--- config.mk ---
export PLATFORM = sky130hd
export DESIGN_NAME = dram_address_mapper
export DESIGN_NICKNAME = d
export VERILOG_FILES = /design/src/design/dam_pkg.sv /design/src/design/dram_address_mapper.sv /design/src/design/dam_decode.sv /design/src/design/dam_extract.sv /design/src/design/dam_assemble.sv
export SDC_FILE = /design/constraint.sdc
export NUM_CORES = 1
export LEC_CHECK = 0
export ABC_AREA = 1
export BUFFER_PORTS_ARGS = -buffer_cell sky130_fd_sc_hd__buf_2
export CAP_MARGIN = 20
export CORE_ASPECT_RATIO = 1.5
export CORE_MARGIN = 1
export CORE_UTILIZATION = 46
export DETAILED_ROUTE_END_ITERATION = 12
export MAX_ROUTING_LAYER = met4
export PLACE_DENSITY = 0.73
export SETUP_SLACK_MARGIN = 0.2
export SYNTH_ARGS = -nofsm -noshare
export SYNTH_HDL_FRONTEND = slang
export SYNTH_SLANG_ARGS = --single-unit
--- constraint.sdc ---
create_clock -name clk -period 4.7 [get_ports clk]
set_clock_uncertainty 0.15 [all_clocks]
set_input_delay 0.94 -clock clk [delete_from_list [all_inputs] [get_ports clk]]
set_output_delay 0.94 -clock clk [all_outputs]
set_load 0.005 [all_outputs]
--- src/design/dam_pkg.sv ---
// Shared types and constants of the DRAM address mapper.
package dam_pkg;

    // Widths of field positions and field sizes inside the pipeline
    localparam int POS_W  = 7;
    localparam int SIZE_W = 5;
    localparam int INS_W  = 3;

    // Mapping policy codes
    localparam logic [2:0] POLICY_OPEN_PAGE  = 3'd0;
    localparam logic [2:0] POLICY_CLOSE_PAGE = 3'd1;
    localparam logic [2:0] POLICY_INTERLEAVE = 3'd2;
    localparam logic [2:0] POLICY_ROW_COL_BK = 3'd3;
    localparam logic [2:0] POLICY_BK_ROW_COL = 3'd4;

    // Configuration register indexes
    localparam logic [2:0] REG_MAPPING_POLICY  = 3'd0;
    localparam logic [2:0] REG_BANK_BITS       = 3'd1;
    localparam logic [2:0] REG_GROUP_BANK_BITS = 3'd2;
    localparam logic [2:0] REG_COLUMN_BITS     = 3'd3;
    localparam logic [2:0] REG_ROW_BITS        = 3'd4;
    localparam logic [2:0] REG_OFFSET_BITS     = 3'd5;

    // Reset values of the configuration registers
    localparam logic [2:0] RST_MAPPING_POLICY  = 3'd0;
    localparam logic [2:0] RST_BANK_BITS       = 3'd4;
    localparam logic [2:0] RST_GROUP_BANK_BITS = 3'd2;
    localparam logic [3:0] RST_COLUMN_BITS     = 4'd10;
    localparam logic [4:0] RST_ROW_BITS        = 5'd14;
    localparam logic [3:0] RST_OFFSET_BITS     = 4'd6;

    typedef struct packed {
        logic [2:0] mapping_policy;
        logic [2:0] bank_bits;
        logic [2:0] group_bank_bits;
        logic [3:0] column_bits;
        logic [4:0] row_bits;
        logic [3:0] offset_bits;
    } cfg_t;

    typedef struct packed {
        logic [POS_W-1:0]  pos;
        logic [SIZE_W-1:0] size;
    } field_t;

    typedef struct packed {
        field_t            col;
        field_t            bank;
        field_t            row;
        logic              col_dbl;
        logic              ins_en;
        logic [INS_W-1:0]  ins_pos;
        logic [POS_W-1:0]  lowg_pos;
    } ctrl_t;

endpackage

--- src/design/dram_address_mapper.sv ---
// Top level of the DRAM address mapper: configuration registers and the decode pipeline.
//
// Usage:
//   Pulse start with a physical address on phys_address; the word is taken at any
//   rising edge where start is high and busy is low. busy stays low, so a new
//   address may be presented in every cycle.
//   Once the word has passed the decode, extract and assemble registers, done
//   is high for exactly one cycle with bank_index, row_index and column_index;
//   the receiver takes the word on that edge and cannot hold it off, so nothing
//   ever waits inside the block. Three stages (decode of field positions, field
//   shifters, mask and bank rebuild) take one address per cycle.
//   Configuration: cfg_write with cfg_index and cfg_data writes one register
//   in the same edge (0 policy, 1 bank bits, 2 group bank bits, 3 column bits,
//   4 row bits, 5 offset bits); other indexes are ignored. Write only while no
//   address is in flight.
//   Reset (rst_n low, asynchronous) empties the pipeline and loads the
//   configuration defaults: open page, 16 banks, 4 per group, 1024 columns,
//   16384 rows, 6 offset bits.
module dram_address_mapper #(
    parameter int MAX_BANK_BITS   = 5,
    parameter int MAX_ROW_BITS    = 17,
    parameter int MAX_COLUMN_BITS = 11,
    parameter int ADDRESS_BITS    = 48
) (
    input  logic                        clk,
    input  logic                        rst_n,
    // request channel
    input  logic                        start,
    output logic                        busy,
    input  logic [ADDRESS_BITS-1:0]     phys_address,
    // result channel
    output logic                        done,
    output logic [MAX_BANK_BITS-1:0]    bank_index,
    output logic [MAX_ROW_BITS-1:0]     row_index,
    output logic [MAX_COLUMN_BITS-1:0]  column_index,
    // configuration write port
    input  logic                        cfg_write,
    input  logic [2:0]                  cfg_index,
    input  logic [4:0]                  cfg_data
);

    dam_pkg::cfg_t               cfg_reg;
    dam_pkg::cfg_t               cfg_next;
    logic                        accept;

    logic                        s1_valid;
    logic [ADDRESS_BITS-1:0]     s1_addr;
    dam_pkg::ctrl_t              s1_ctrl;

    logic                        s2_valid;
    dam_pkg::ctrl_t              s2_ctrl;
    logic [MAX_COLUMN_BITS-1:0]  s2_col;
    logic [MAX_BANK_BITS-1:0]    s2_bank;
    logic [MAX_ROW_BITS-1:0]     s2_row;
    logic                        s2_lowg;

    // The pipeline never stalls, so the request side is always open
    assign busy   = 1'b0;
    assign accept = start && !busy;

    // Configuration registers: write one field per cycle, ignore unknown indexes
    always_comb
    begin
        cfg_next = cfg_reg;
        if (cfg_write)
        begin
            case (cfg_index)
                dam_pkg::REG_MAPPING_POLICY:  cfg_next.mapping_policy  = cfg_data[2:0];
                dam_pkg::REG_BANK_BITS:       cfg_next.bank_bits       = cfg_data[2:0];
                dam_pkg::REG_GROUP_BANK_BITS: cfg_next.group_bank_bits = cfg_data[2:0];
                dam_pkg::REG_COLUMN_BITS:     cfg_next.column_bits     = cfg_data[3:0];
                dam_pkg::REG_ROW_BITS:        cfg_next.row_bits        = cfg_data;
                dam_pkg::REG_OFFSET_BITS:     cfg_next.offset_bits     = cfg_data[3:0];
                default:                      cfg_next = cfg_reg;
            endcase
        end
    end

    always_ff @(posedge clk or negedge rst_n)
    begin
        if (!rst_n)
        begin
            cfg_reg.mapping_policy  <= dam_pkg::RST_MAPPING_POLICY;
            cfg_reg.bank_bits       <= dam_pkg::RST_BANK_BITS;
            cfg_reg.group_bank_bits <= dam_pkg::RST_GROUP_BANK_BITS;
            cfg_reg.column_bits     <= dam_pkg::RST_COLUMN_BITS;
            cfg_reg.row_bits        <= dam_pkg::RST_ROW_BITS;
            cfg_reg.offset_bits     <= dam_pkg::RST_OFFSET_BITS;
        end
        else
        begin
            cfg_reg <= cfg_next;
        end
    end

    // Stage 1: field positions and sizes
    dam_decode #(
        .MAX_BANK_BITS   (MAX_BANK_BITS),
        .MAX_ROW_BITS    (MAX_ROW_BITS),
        .MAX_COLUMN_BITS (MAX_COLUMN_BITS),
        .ADDRESS_BITS    (ADDRESS_BITS)
    ) u_decode (
        .clk       (clk),
        .rst_n     (rst_n),
        .valid_in  (accept),
        .addr_in   (phys_address),
        .cfg       (cfg_reg),
        .valid_out (s1_valid),
        .addr_out  (s1_addr),
        .ctrl_out  (s1_ctrl)
    );

    // Stage 2: field shifters
    dam_extract #(
        .MAX_BANK_BITS   (MAX_BANK_BITS),
        .MAX_ROW_BITS    (MAX_ROW_BITS),
        .MAX_COLUMN_BITS (MAX_COLUMN_BITS),
        .ADDRESS_BITS    (ADDRESS_BITS)
    ) u_extract (
        .clk       (clk),
        .rst_n     (rst_n),
        .valid_in  (s1_valid),
        .addr_in   (s1_addr),
        .ctrl_in   (s1_ctrl),
        .valid_out (s2_valid),
        .ctrl_out  (s2_ctrl),
        .col_raw   (s2_col),
        .bank_raw  (s2_bank),
        .row_raw   (s2_row),
        .lowg      (s2_lowg)
    );

    // Stage 3: masks, column doubling, bank rebuild
    dam_assemble #(
        .MAX_BANK_BITS   (MAX_BANK_BITS),
        .MAX_ROW_BITS    (MAX_ROW_BITS),
        .MAX_COLUMN_BITS (MAX_COLUMN_BITS)
    ) u_assemble (
        .clk       (clk),
        .rst_n     (rst_n),
        .valid_in  (s2_valid),
        .ctrl      (s2_ctrl),
        .col_raw   (s2_col),
        .bank_raw  (s2_bank),
        .row_raw   (s2_row),
        .lowg      (s2_lowg),
        .valid_out (done),
        .bank      (bank_index),
        .row       (row_index),
        .column    (column_index)
    );

    a_latency: assert property (@(posedge clk) disable iff (!rst_n)
        accept |-> ##3 done)
        else $error("accepted word did not complete in three cycles");

    a_no_spurious_done: assert property (@(posedge clk) disable iff (!rst_n)
        done |-> $past(accept, 3))
        else $error("result word without a matching request");

endmodule

--- src/design/dam_decode.sv ---
// Stage 1: turn the configuration into field positions and sizes for one word.
module dam_decode #(
    parameter int MAX_BANK_BITS   = 5,
    parameter int MAX_ROW_BITS    = 17,
    parameter int MAX_COLUMN_BITS = 11,
    parameter int ADDRESS_BITS    = 48
) (
    input  logic                     clk,
    input  logic                     rst_n,
    input  logic                     valid_in,
    input  logic [ADDRESS_BITS-1:0]  addr_in,
    input  dam_pkg::cfg_t            cfg,
    output logic                     valid_out,
    output logic [ADDRESS_BITS-1:0]  addr_out,
    output dam_pkg::ctrl_t           ctrl_out
);

    logic                         valid_reg;
    logic [ADDRESS_BITS-1:0]      addr_reg;
    dam_pkg::ctrl_t               ctrl_reg;
    dam_pkg::ctrl_t               ctrl_next;

    logic [dam_pkg::SIZE_W-1:0]   b_sat;
    logic [dam_pkg::SIZE_W-1:0]   g_sat;
    logic [dam_pkg::SIZE_W-1:0]   c_sat;
    logic [dam_pkg::SIZE_W-1:0]   r_sat;
    logic [dam_pkg::SIZE_W-1:0]   ch_sat;
    logic                         split;
    logic [dam_pkg::POS_W-1:0]    o_pos;
    logic [dam_pkg::POS_W-1:0]    b_pos;
    logic [dam_pkg::POS_W-1:0]    c_pos;
    logic [dam_pkg::POS_W-1:0]    r_pos;
    logic [dam_pkg::POS_W-1:0]    ch_pos;
    logic [dam_pkg::POS_W-1:0]    s_pos;
    logic [dam_pkg::POS_W-1:0]    bs_pos;

    always_comb
    begin
        // Saturate the sizes
        b_sat = (dam_pkg::SIZE_W'(cfg.bank_bits) > dam_pkg::SIZE_W'(MAX_BANK_BITS)) ?
                dam_pkg::SIZE_W'(MAX_BANK_BITS) : dam_pkg::SIZE_W'(cfg.bank_bits);
        g_sat = (dam_pkg::SIZE_W'(cfg.group_bank_bits) > b_sat) ?
                b_sat : dam_pkg::SIZE_W'(cfg.group_bank_bits);
        c_sat = (dam_pkg::SIZE_W'(cfg.column_bits) > dam_pkg::SIZE_W'(MAX_COLUMN_BITS)) ?
                dam_pkg::SIZE_W'(MAX_COLUMN_BITS) : dam_pkg::SIZE_W'(cfg.column_bits);
        r_sat = (cfg.row_bits > dam_pkg::SIZE_W'(MAX_ROW_BITS)) ?
                dam_pkg::SIZE_W'(MAX_ROW_BITS) : cfg.row_bits;
        ch_sat = (c_sat == '0) ? '0 : c_sat - dam_pkg::SIZE_W'(1);
        split  = (b_sat > g_sat);

        o_pos  = dam_pkg::POS_W'(cfg.offset_bits);
        b_pos  = dam_pkg::POS_W'(b_sat);
        c_pos  = dam_pkg::POS_W'(c_sat);
        r_pos  = dam_pkg::POS_W'(r_sat);
        ch_pos = dam_pkg::POS_W'(ch_sat);
        s_pos  = o_pos + dam_pkg::POS_W'(split);
        bs_pos = s_pos + ch_pos;

        ctrl_next          = '0;
        ctrl_next.lowg_pos = o_pos;
        ctrl_next.ins_pos  = g_sat[dam_pkg::INS_W-1:0];

        case (cfg.mapping_policy)
            dam_pkg::POLICY_OPEN_PAGE:
            begin
                ctrl_next.col.pos   = o_pos + c_pos;
                ctrl_next.col.size  = c_sat;
                ctrl_next.bank.pos  = o_pos + c_pos + b_pos;
                ctrl_next.bank.size = b_sat;
                ctrl_next.row.pos   = o_pos + c_pos + b_pos + r_pos;
                ctrl_next.row.size  = r_sat;
            end
            dam_pkg::POLICY_CLOSE_PAGE:
            begin
                ctrl_next.bank.pos  = o_pos + b_pos;
                ctrl_next.bank.size = b_sat;
                ctrl_next.col.pos   = o_pos + b_pos + c_pos;
                ctrl_next.col.size  = c_sat;
                ctrl_next.row.pos   = o_pos + b_pos + c_pos + r_pos;
                ctrl_next.row.size  = r_sat;
            end
            dam_pkg::POLICY_INTERLEAVE:
            begin
                ctrl_next.col.pos   = s_pos;
                ctrl_next.col.size  = ch_sat;
                ctrl_next.col_dbl   = 1'b1;
                ctrl_next.bank.pos  = bs_pos;
                ctrl_next.bank.size = b_sat - dam_pkg::SIZE_W'(split);
                ctrl_next.ins_en    = split;
                ctrl_next.row.pos   = bs_pos + b_pos - dam_pkg::POS_W'(split);
                ctrl_next.row.size  = r_sat;
            end
            dam_pkg::POLICY_ROW_COL_BK:
            begin
                ctrl_next.bank.pos  = o_pos;
                ctrl_next.bank.size = b_sat;
                ctrl_next.col.pos   = o_pos + b_pos;
                ctrl_next.col.size  = ch_sat;
                ctrl_next.col_dbl   = 1'b1;
                ctrl_next.row.pos   = o_pos + b_pos + ch_pos;
                ctrl_next.row.size  = r_sat;
            end
            dam_pkg::POLICY_BK_ROW_COL:
            begin
                ctrl_next.col.pos   = o_pos;
                ctrl_next.col.size  = ch_sat;
                ctrl_next.col_dbl   = 1'b1;
                ctrl_next.row.pos   = o_pos + ch_pos;
                ctrl_next.row.size  = r_sat;
                ctrl_next.bank.pos  = o_pos + ch_pos + r_pos;
                ctrl_next.bank.size = b_sat;
            end
            default:
            begin
                ctrl_next.lowg_pos = o_pos;
            end
        endcase
    end

    always_ff @(posedge clk or negedge rst_n)
    begin
        if (!rst_n)
        begin
            valid_reg <= 1'b0;
        end
        else
        begin
            valid_reg <= valid_in;
        end
    end

    always_ff @(posedge clk)
    begin
        addr_reg <= addr_in;
        ctrl_reg <= ctrl_next;
    end

    assign valid_out = valid_reg;
    assign addr_out  = addr_reg;
    assign ctrl_out  = ctrl_reg;

    a_sizes_saturated: assert property (@(posedge clk) disable iff (!rst_n)
        valid_reg |-> (ctrl_reg.bank.size <= dam_pkg::SIZE_W'(MAX_BANK_BITS)) &&
                      (ctrl_reg.row.size <= dam_pkg::SIZE_W'(MAX_ROW_BITS)) &&
                      (ctrl_reg.col.size <= dam_pkg::SIZE_W'(MAX_COLUMN_BITS)))
        else $error("field size above its maximum");

endmodule

--- src/design/dam_extract.sv ---
// Stage 2: shift each field of the address down to bit zero.
module dam_extract #(
    parameter int MAX_BANK_BITS   = 5,
    parameter int MAX_ROW_BITS    = 17,
    parameter int MAX_COLUMN_BITS = 11,
    parameter int ADDRESS_BITS    = 48
) (
    input  logic                        clk,
    input  logic                        rst_n,
    input  logic                        valid_in,
    input  logic [ADDRESS_BITS-1:0]     addr_in,
    input  dam_pkg::ctrl_t              ctrl_in,
    output logic                        valid_out,
    output dam_pkg::ctrl_t              ctrl_out,
    output logic [MAX_COLUMN_BITS-1:0]  col_raw,
    output logic [MAX_BANK_BITS-1:0]    bank_raw,
    output logic [MAX_ROW_BITS-1:0]     row_raw,
    output logic                        lowg
);

    logic                        valid_reg;
    dam_pkg::ctrl_t              ctrl_reg;
    logic [MAX_COLUMN_BITS-1:0]  col_raw_reg;
    logic [MAX_BANK_BITS-1:0]    bank_raw_reg;
    logic [MAX_ROW_BITS-1:0]     row_raw_reg;
    logic                        lowg_reg;

    logic [ADDRESS_BITS-1:0]     col_sh;
    logic [ADDRESS_BITS-1:0]     bank_sh;
    logic [ADDRESS_BITS-1:0]     row_sh;
    logic [ADDRESS_BITS-1:0]     lowg_sh;

    // A position past the top of the address shifts everything out
    assign col_sh  = addr_in >> ctrl_in.col.pos;
    assign bank_sh = addr_in >> ctrl_in.bank.pos;
    assign row_sh  = addr_in >> ctrl_in.row.pos;
    assign lowg_sh = addr_in >> ctrl_in.lowg_pos;

    always_ff @(posedge clk or negedge rst_n)
    begin
        if (!rst_n)
        begin
            valid_reg <= 1'b0;
        end
        else
        begin
            valid_reg <= valid_in;
        end
    end

    always_ff @(posedge clk)
    begin
        ctrl_reg     <= ctrl_in;
        col_raw_reg  <= col_sh[MAX_COLUMN_BITS-1:0];
        bank_raw_reg <= bank_sh[MAX_BANK_BITS-1:0];
        row_raw_reg  <= row_sh[MAX_ROW_BITS-1:0];
        lowg_reg     <= lowg_sh[0];
    end

    assign valid_out = valid_reg;
    assign ctrl_out  = ctrl_reg;
    assign col_raw   = col_raw_reg;
    assign bank_raw  = bank_raw_reg;
    assign row_raw   = row_raw_reg;
    assign lowg      = lowg_reg;

endmodule

--- src/design/dam_assemble.sv ---
// Stage 3: mask the fields to size, double the column when col_dbl is set and rebuild a split bank.
module dam_assemble #(
    parameter int MAX_BANK_BITS   = 5,
    parameter int MAX_ROW_BITS    = 17,
    parameter int MAX_COLUMN_BITS = 11
) (
    input  logic                        clk,
    input  logic                        rst_n,
    input  logic                        valid_in,
    input  dam_pkg::ctrl_t              ctrl,
    input  logic [MAX_COLUMN_BITS-1:0]  col_raw,
    input  logic [MAX_BANK_BITS-1:0]    bank_raw,
    input  logic [MAX_ROW_BITS-1:0]     row_raw,
    input  logic                        lowg,
    output logic                        valid_out,
    output logic [MAX_BANK_BITS-1:0]    bank,
    output logic [MAX_ROW_BITS-1:0]     row,
    output logic [MAX_COLUMN_BITS-1:0]  column
);

    logic                        valid_reg;
    logic [MAX_BANK_BITS-1:0]    bank_reg;
    logic [MAX_BANK_BITS-1:0]    bank_next;
    logic [MAX_ROW_BITS-1:0]     row_reg;
    logic [MAX_ROW_BITS-1:0]     row_next;
    logic [MAX_COLUMN_BITS-1:0]  column_reg;
    logic [MAX_COLUMN_BITS-1:0]  column_next;

    logic [MAX_COLUMN_BITS-1:0]  col_keep;
    logic [MAX_BANK_BITS-1:0]    bank_keep;
    logic [MAX_BANK_BITS-1:0]    lo_mask;
    logic [MAX_ROW_BITS-1:0]     row_keep;
    logic [MAX_COLUMN_BITS-1:0]  col_val;
    logic [MAX_BANK_BITS-1:0]    bank_val;
    logic [MAX_BANK_BITS-1:0]    bank_hi;

    always_comb
    begin
        for (int i = 0; i < MAX_COLUMN_BITS; i++)
        begin
            col_keep[i] = (dam_pkg::SIZE_W'(i) < ctrl.col.size);
        end
        for (int i = 0; i < MAX_BANK_BITS; i++)
        begin
            bank_keep[i] = (dam_pkg::SIZE_W'(i) < ctrl.bank.size);
            lo_mask[i]   = (dam_pkg::INS_W'(i) < ctrl.ins_pos);
        end
        for (int i = 0; i < MAX_ROW_BITS; i++)
        begin
            row_keep[i] = (dam_pkg::SIZE_W'(i) < ctrl.row.size);
        end

        col_val  = col_raw & col_keep;
        bank_val = bank_raw & bank_keep;
        row_next = row_raw & row_keep;

        column_next = ctrl.col_dbl ? (col_val << 1) : col_val;

        // Split group: push the upper bank bits up by one and drop the low
        // group bit into the gap above the in-group bits
        bank_hi = bank_val >> ctrl.ins_pos;
        if (ctrl.ins_en)
        begin
            bank_next = (((bank_hi << 1) | MAX_BANK_BITS'(lowg)) << ctrl.ins_pos) |
                        (bank_val & lo_mask);
        end
        else
        begin
            bank_next = bank_val;
        end
    end

    always_ff @(posedge clk or negedge rst_n)
    begin
        if (!rst_n)
        begin
            valid_reg <= 1'b0;
        end
        else
        begin
            valid_reg <= valid_in;
        end
    end

    always_ff @(posedge clk)
    begin
        bank_reg   <= bank_next;
        row_reg    <= row_next;
        column_reg <= column_next;
    end

    assign valid_out = valid_reg;
    assign bank      = bank_reg;
    assign row       = row_reg;
    assign column    = column_reg;

    a_column_even: assert property (@(posedge clk) disable iff (!rst_n)
        (valid_in && ctrl.col_dbl) |=> (column_reg[0] == 1'b0))
        else $error("doubled column is odd");

    a_empty_bank_zero: assert property (@(posedge clk) disable iff (!rst_n)
        (valid_in && (ctrl.bank.size == '0) && !ctrl.ins_en) |=> (bank_reg == '0))
        else $error("zero-size bank field is not zero");

endmodule
# Word level (Yosys, flattened, before mapping)

Index checks and enable logic that the tools add are counted.

Register bits: 205
Logic and storage cells: 132

Shifts and indexed selects: 6
Add/subtract/negate cells: 15
Muxes and demuxes: 9
Bitwise operators: 6
Reduce and logical (&&, ||, !) cells: 10
Magnitude comparators: 43
Equal/unequal tests: 9

Operators by type and width:

| kind                                                                   | count |
|---|---|
| 36-bit one-hot mux with 5 select lines                                 | 1 |
| 7-bit by 5-bit adder with 7-bit output                                 | 8 |
| 4-bit by 5-bit < comparator with 1-bit output (first input constant)   | 11 |
| 48-bit by 4-bit >> shifter with 1-bit output                           | 1 |
| 48-bit by 7-bit >> shifter with 11-bit output                          | 1 |
| 48-bit by 7-bit >> shifter with 17-bit output                          | 1 |
| 48-bit by 7-bit >> shifter with 5-bit output                           | 1 |
| 3-bit by 5-bit < comparator with 1-bit output (first input constant)   | 9 |
| 1-bit by 5-bit < comparator with 1-bit output (first input constant)   | 6 |
| 2-bit by 5-bit < comparator with 1-bit output (first input constant)   | 6 |
| 5-bit two-way mux                                                      | 4 |
| 4-bit by 5-bit adder with 6-bit output                                 | 3 |
| 17-bit bitwise AND                                                     | 1 |
| 3-bit by 2-bit equality test with 1-bit output (second input constant) | 4 |
| 2-bit AND reduction                                                    | 6 |
| 11-bit bitwise AND                                                     | 1 |
| 11-bit two-way mux                                                     | 1 |
| 5-bit bitwise AND                                                      | 2 |
| 3-bit equality test (second input constant)                            | 3 |
| 7-bit by 1-bit subtractor with 7-bit output                            | 1 |
| 3-bit by 1-bit equality test with 1-bit output (second input constant) | 2 |
| 3-bit zero test                                                        | 2 |
| 1-bit by 3-bit < comparator with 1-bit output (first input constant)   | 2 |
| 2-bit by 3-bit < comparator with 1-bit output (first input constant)   | 2 |
| other kinds (19)                                                       | 19 |

# Logic depth before layout (Yosys ltp)

Word-level depth: 10
Depth in mapped cells: 33
Gate-level depth less buffers: 33

# By module

From an unflattened synthesis, not the netlist that was laid out.

Cell total of the unflattened synthesis: 2485
Area, all modules: 15780.1 µm²

By module, submodules not included:

| module              | sequential area each (µm²) | cells an instance | times used | area an instance (µm²) |
|---|---|---|---|---|
| dam_extract         | 1666.6                     | 1628              | 1          | 8679.6 |
| dam_decode          | 1846.8                     | 544               | 1          | 4644.5 |
| dam_assemble        | 685.7                      | 203               | 1          | 1498.9 |
| dram_address_mapper | 561.8                      | 110               | 1          | 957.2 |

# Worst setup path after synthesis

OpenSTA, ideal clock, no wires.

Kind: reg2reg
Start: register cfg_reg[17] in the netlist's numbering
End: register u_decode.ctrl_reg (netlist bit u_decode.ctrl_out[23])
Clock period less this slack: 4916 ps
Library setup time: 117 ps
Path buffers: 0
Stages on the path, launching flop included: 31
Slack: -216 ps
Data arrival time: 4649 ps
Cell sequence: dfrtp_1 inv_1 nor2_1 inv_1 ha_1 nand2_1 o21ai_0 nand2_1 nand2_1 o21ai_0 ha_1 nand2_1 o21ai_0 nand2_1 nor2_1 inv_1 nand2_1 inv_1 ha_1 fa_1 inv_1 ha_1 fa_1 inv_1 nand3_1 nand2_1 a21o_1 a21oi_1 nand2b_1 nand3_1 nand2_1

Cells in the longest elaborated chain, start to end: 10
Elaborated cells on any way between the ends: 16

RTL lines:

| item                                          | RTL line                  | RTL |
|---|---|---|
| start: declaration                            | dram_address_mapper.sv:42 | `dam_pkg::cfg_t cfg_reg;` |
| start signal: assignment                      | dram_address_mapper.sv:92 | `cfg_reg <= cfg_next;` |
| 3-bit > comparator                            | dam_decode.sv:40          | `b_sat = (dam_pkg::SIZE_W'(cfg.bank_bits) > dam_pkg::SIZE_W'(MAX_BANK_BITS)) ?` |
| 3-bit two-way mux *                           | dam_decode.sv:40          |  |
| 3-bit by 5-bit > comparator with 1-bit output | dam_decode.sv:42          | `g_sat = (dam_pkg::SIZE_W'(cfg.group_bank_bits) > b_sat) ?` |
| 5-bit two-way mux                             | dam_decode.sv:42          |  |
| 5-bit > comparator                            | dam_decode.sv:49          | `split = (b_sat > g_sat);` |
| 4-bit by 1-bit adder with 5-bit output        | dam_decode.sv:56          | `s_pos = o_pos + dam_pkg::POS_W'(split);` |
| 7-bit by 5-bit adder with 7-bit output        | dam_decode.sv:57          | `bs_pos = s_pos + ch_pos;` |
| 7-bit by 5-bit adder with 7-bit output        | dam_decode.sv:90          | `ctrl_next.row.pos = bs_pos + b_pos - dam_pkg::POS_W'(split);` |
| 7-bit by 1-bit subtractor with 7-bit output   | dam_decode.sv:90          |  |
| 36-bit one-hot mux with 5 select lines *      | dam_decode.sv:63          | `case (cfg.mapping_policy)` |
| end signal: assignment                        | dam_decode.sv:135         | `ctrl_reg <= ctrl_next;` |
| end: declaration                              | dam_decode.sv:20          | `dam_pkg::ctrl_t ctrl_reg;` |

Mark *: on every way between the ends. The rest lies on a longest branch, timed or not.
A chain may end at the register's enable or synchronous reset.

# Worst setup path in the final report

Start: register cfg_reg[18] in the netlist's numbering
End: register u_decode.ctrl_reg (netlist bit u_decode.ctrl_out[23])

Same word-level chain as after synthesis.

==> impl_metrics.toml <==
[finish]
largest_register_ffs = 48
antenna_cells = 0
stdcell_count = 2714
areaGrowthSynthToFinish_pct = 11.6
layout-drive-gt1-share_pct = 11.1
finish.utilization_pct = 52.3
fillers = 3103
fin_nets = 2426
final_area_um2 = 15800

[yosys]
synth-edff-count = 0
async_flop_share_pct = 12.3
yosysTopAreaCellShare_pct = 25.3
yosysMostFrequentCell = "nand2_1"
ys_seq_area_share_pct = 29.8
netlist_instances = 2251
avgSynthCellArea_um2 = 6.30
netlist_area_um2 = 14200
ys_warn_count = 0
synth_top_cell_by_area = "dfxtp_1"
ys_top_cells_by_count = "703 x nand2_1, 359 x nand3_1, 214 x o21ai_0, 195 x inv_1, 179 x dfxtp_1"
yosysUniqueCellTypes = 51
ys_seq_elements = 204
synth.area.top_cells = "dfxtp_1 25%, nand2_1 19%, nand3_1 13%, o21ai_0 7.6%, inv_1 5.2%"
ys.flop_type = "dfxtp_1"

[cts]
clk_latency_ns = 0.53
clock_sinks = 204
cts_tree = "built"
clk_path_buf_depth = 3
cts_root_buf = "clkbuf_16"
cts_buffers = 21
h-tree-depth = 1
clk_pin_slew_worst_paths_ns = 0.06

[detailed_routing]
vias = 15642
drt_iter0_drc = 1325
routed_wl_um = 51300
dr.pass1.iters = 8
vias_per_cell = 5.76
ant_nets = 0
routedWlPerCell_um = 18.9
post-route-drc-count = 0

[timing]
rsz0062_at_grt = "true"
final-setup-viol-count = 0
fin_crit_sh_pct = 98.8
period_minus_slack_ns = 4.64
setup-tns-final_ns = 0
worst_slack_ns = 0.0555
hold_violations = 0
whs_ns = 0.175
slew_violations = 0
fmax_ghz = 0.215
maxSlewHeadroom_pct = 29.5
worst_pin_slew_ns = 1.05

[worst_setup_path]
crit_type = "reg -> reg"
worst_path_max_delay_cell = "dfstp_2"
cp.required_ns = 5.02
crit_path_end_kind = "flop"
ff2ff_path_depth = 28
path_max_fanout = 6
start_kind = "flop"
slowest_delay_ns = 0.60
cp_common_cell = "nand2_2"
arrival_ns = 4.97

[power]
power.internal_mw = 5.99
pwr_density_cell_nw_per_um2 = 789
finalPower_mw = 12.5
p_sw_mw = 6.49
p_seq_share_pct = 22.4
combPwrFrac_pct = 63.9
swShare_pct = 52.0
power.leakage_nw = 7.57
vdd_drop_max_v = 0.000450
clkPwrFrac_pct = 13.7

[min_path]
min_path_cells = 0
hp-class = "reg -> reg"

[global_route]
grt.total_usage_pct = 33.6
overflow = 0
antenna_found_initial = 0
grt_pass1_wl_um = 80000
grt_max_degree = 61
grt_pass1_vias = 14873

[floorplan]
rows = 78
initial_core_util_pct = 46.9
die_x_um = 145
core_area_um2 = 30300
dieArea_um2 = 31500
die_y_um = 217
ios = 95

[place]
dp_hpwl_um = 39800
place_area_um2 = 14900
pre_cts_slack_ns = -0.184
gp_congestion = 1.15
dp_cells = 2667
port_buffers = 93

[run_status]
status = "finished clean"

[run]
cap_violations = 0
critical path, delay by kind of cell, from the launching register on:
family	cells	cell delay, ns
compound gates	5	0.72
xor+xnor	1	0.19
flops	1	0.60
buf+inv	4	0.23
simple gates	12	1.11
fa+ha+maj	6	1.58
path summary, 6_finish.rpt:
path                                                   from                                to  slack, ns
hold / removal             u_decode.ctrl_out[12]$_SDFF_PN0_    u_extract.ctrl_out[12]$_DFF_P_       0.17
hold reg to reg            u_decode.ctrl_out[12]$_SDFF_PN0_    u_extract.ctrl_out[12]$_DFF_P_       0.17
setup / recovery                    cfg_reg[18]$_DFFE_PN1P_  u_decode.ctrl_out[23]$_SDFF_PN0_       0.06
max in group asynchronous                             rst_n           cfg_reg[12]$_DFFE_PN1P_       3.78
setup reg to reg                    cfg_reg[18]$_DFFE_PN1P_  u_decode.ctrl_out[23]$_SDFF_PN0_       0.06
min in group asynchronous                             rst_n           cfg_reg[15]$_DFFE_PN0P_       0.24
layer usage:
layer | vias to the layer above | part of all wire [%] | global-route usage, %
met1 | 7101 | 36 | 35.7
met3 | 225 | 6.9 | 4.00
li1 | 7570 | - | -
met4 | 0 | 8.4 | 25.3
met2 | 746 | 49 | 57.3
met5 | - | 0 | -
cell type report:
type	instances	area (um^2)	share of cell area [%]
multi-input combinational	1733	8830	55.8
sequential	204	4220	26.7
timing repair buffer	136	796	5.03
inverter	203	764	4.83
clock buffer	23	553	3.49
tap	400	500	3.16
clock inverter	15	159	1.00
power by group through the flow:
stage          Combinational (mW)  Sequential, mW  Clock [mW]
5_1_grt                      8.82            2.86        1.82
2_1_floorplan                5.58            2.52           0
3_3_place_gp                 7.23            2.81           0
6_report                     7.97            2.80        1.71
3_5_place_dp                 7.36            2.82           0
4_1_cts                      7.57            2.78        1.74
cells in the final DEF, fill, tap and decap left out, types with 4 or more instances in the layout:
cell type,count
clkinv_2,6
buf_2,93
fa_1,8
o22ai_1,11
a21oi_2,7
a22oi_1,4
nand2_2,8
ha_1,47
xor2_1,7
o211ai_1,42
nand4_1,7
o2111ai_1,4
nor3_1,9
inv_1,185
nand3_1,356
conb_1,5
dfrtp_1,16
nor2_1,119
o21ai_0,206
buf_4,41
or2_2,9
a21oi_1,76
o21ai_1,39
ha_4,9
a31oi_1,5
o21ai_2,4
xnor2_1,5
inv_2,15
dfxtp_1,176
clkbuf_16,21
nand2_1,695
dfstp_2,9
logic make-up after synthesis:
group,count (synthesis),synth area share [%]
buffers and inverters,318,9.81
other,1,0.0265
adder cells (fa/ha/maj),67,6.44
AND/OR/NAND/NOR,1218,36.1
XOR/XNOR,14,0.865
AO/OA/AOI/OAI,427,16.9
flip-flops,204,29.8
multiplexers,2,0.141
timing repair:
item / 4_1_cts / 5_1_grt
hold buffers: 0 / 0
gates resized for setup: 34 / 17
buffers inserted: 3 / 6
pin swaps: 20 / 26
endpoints found under the setup margin: 5 / 5
Power figures use the tool's default switching activity.
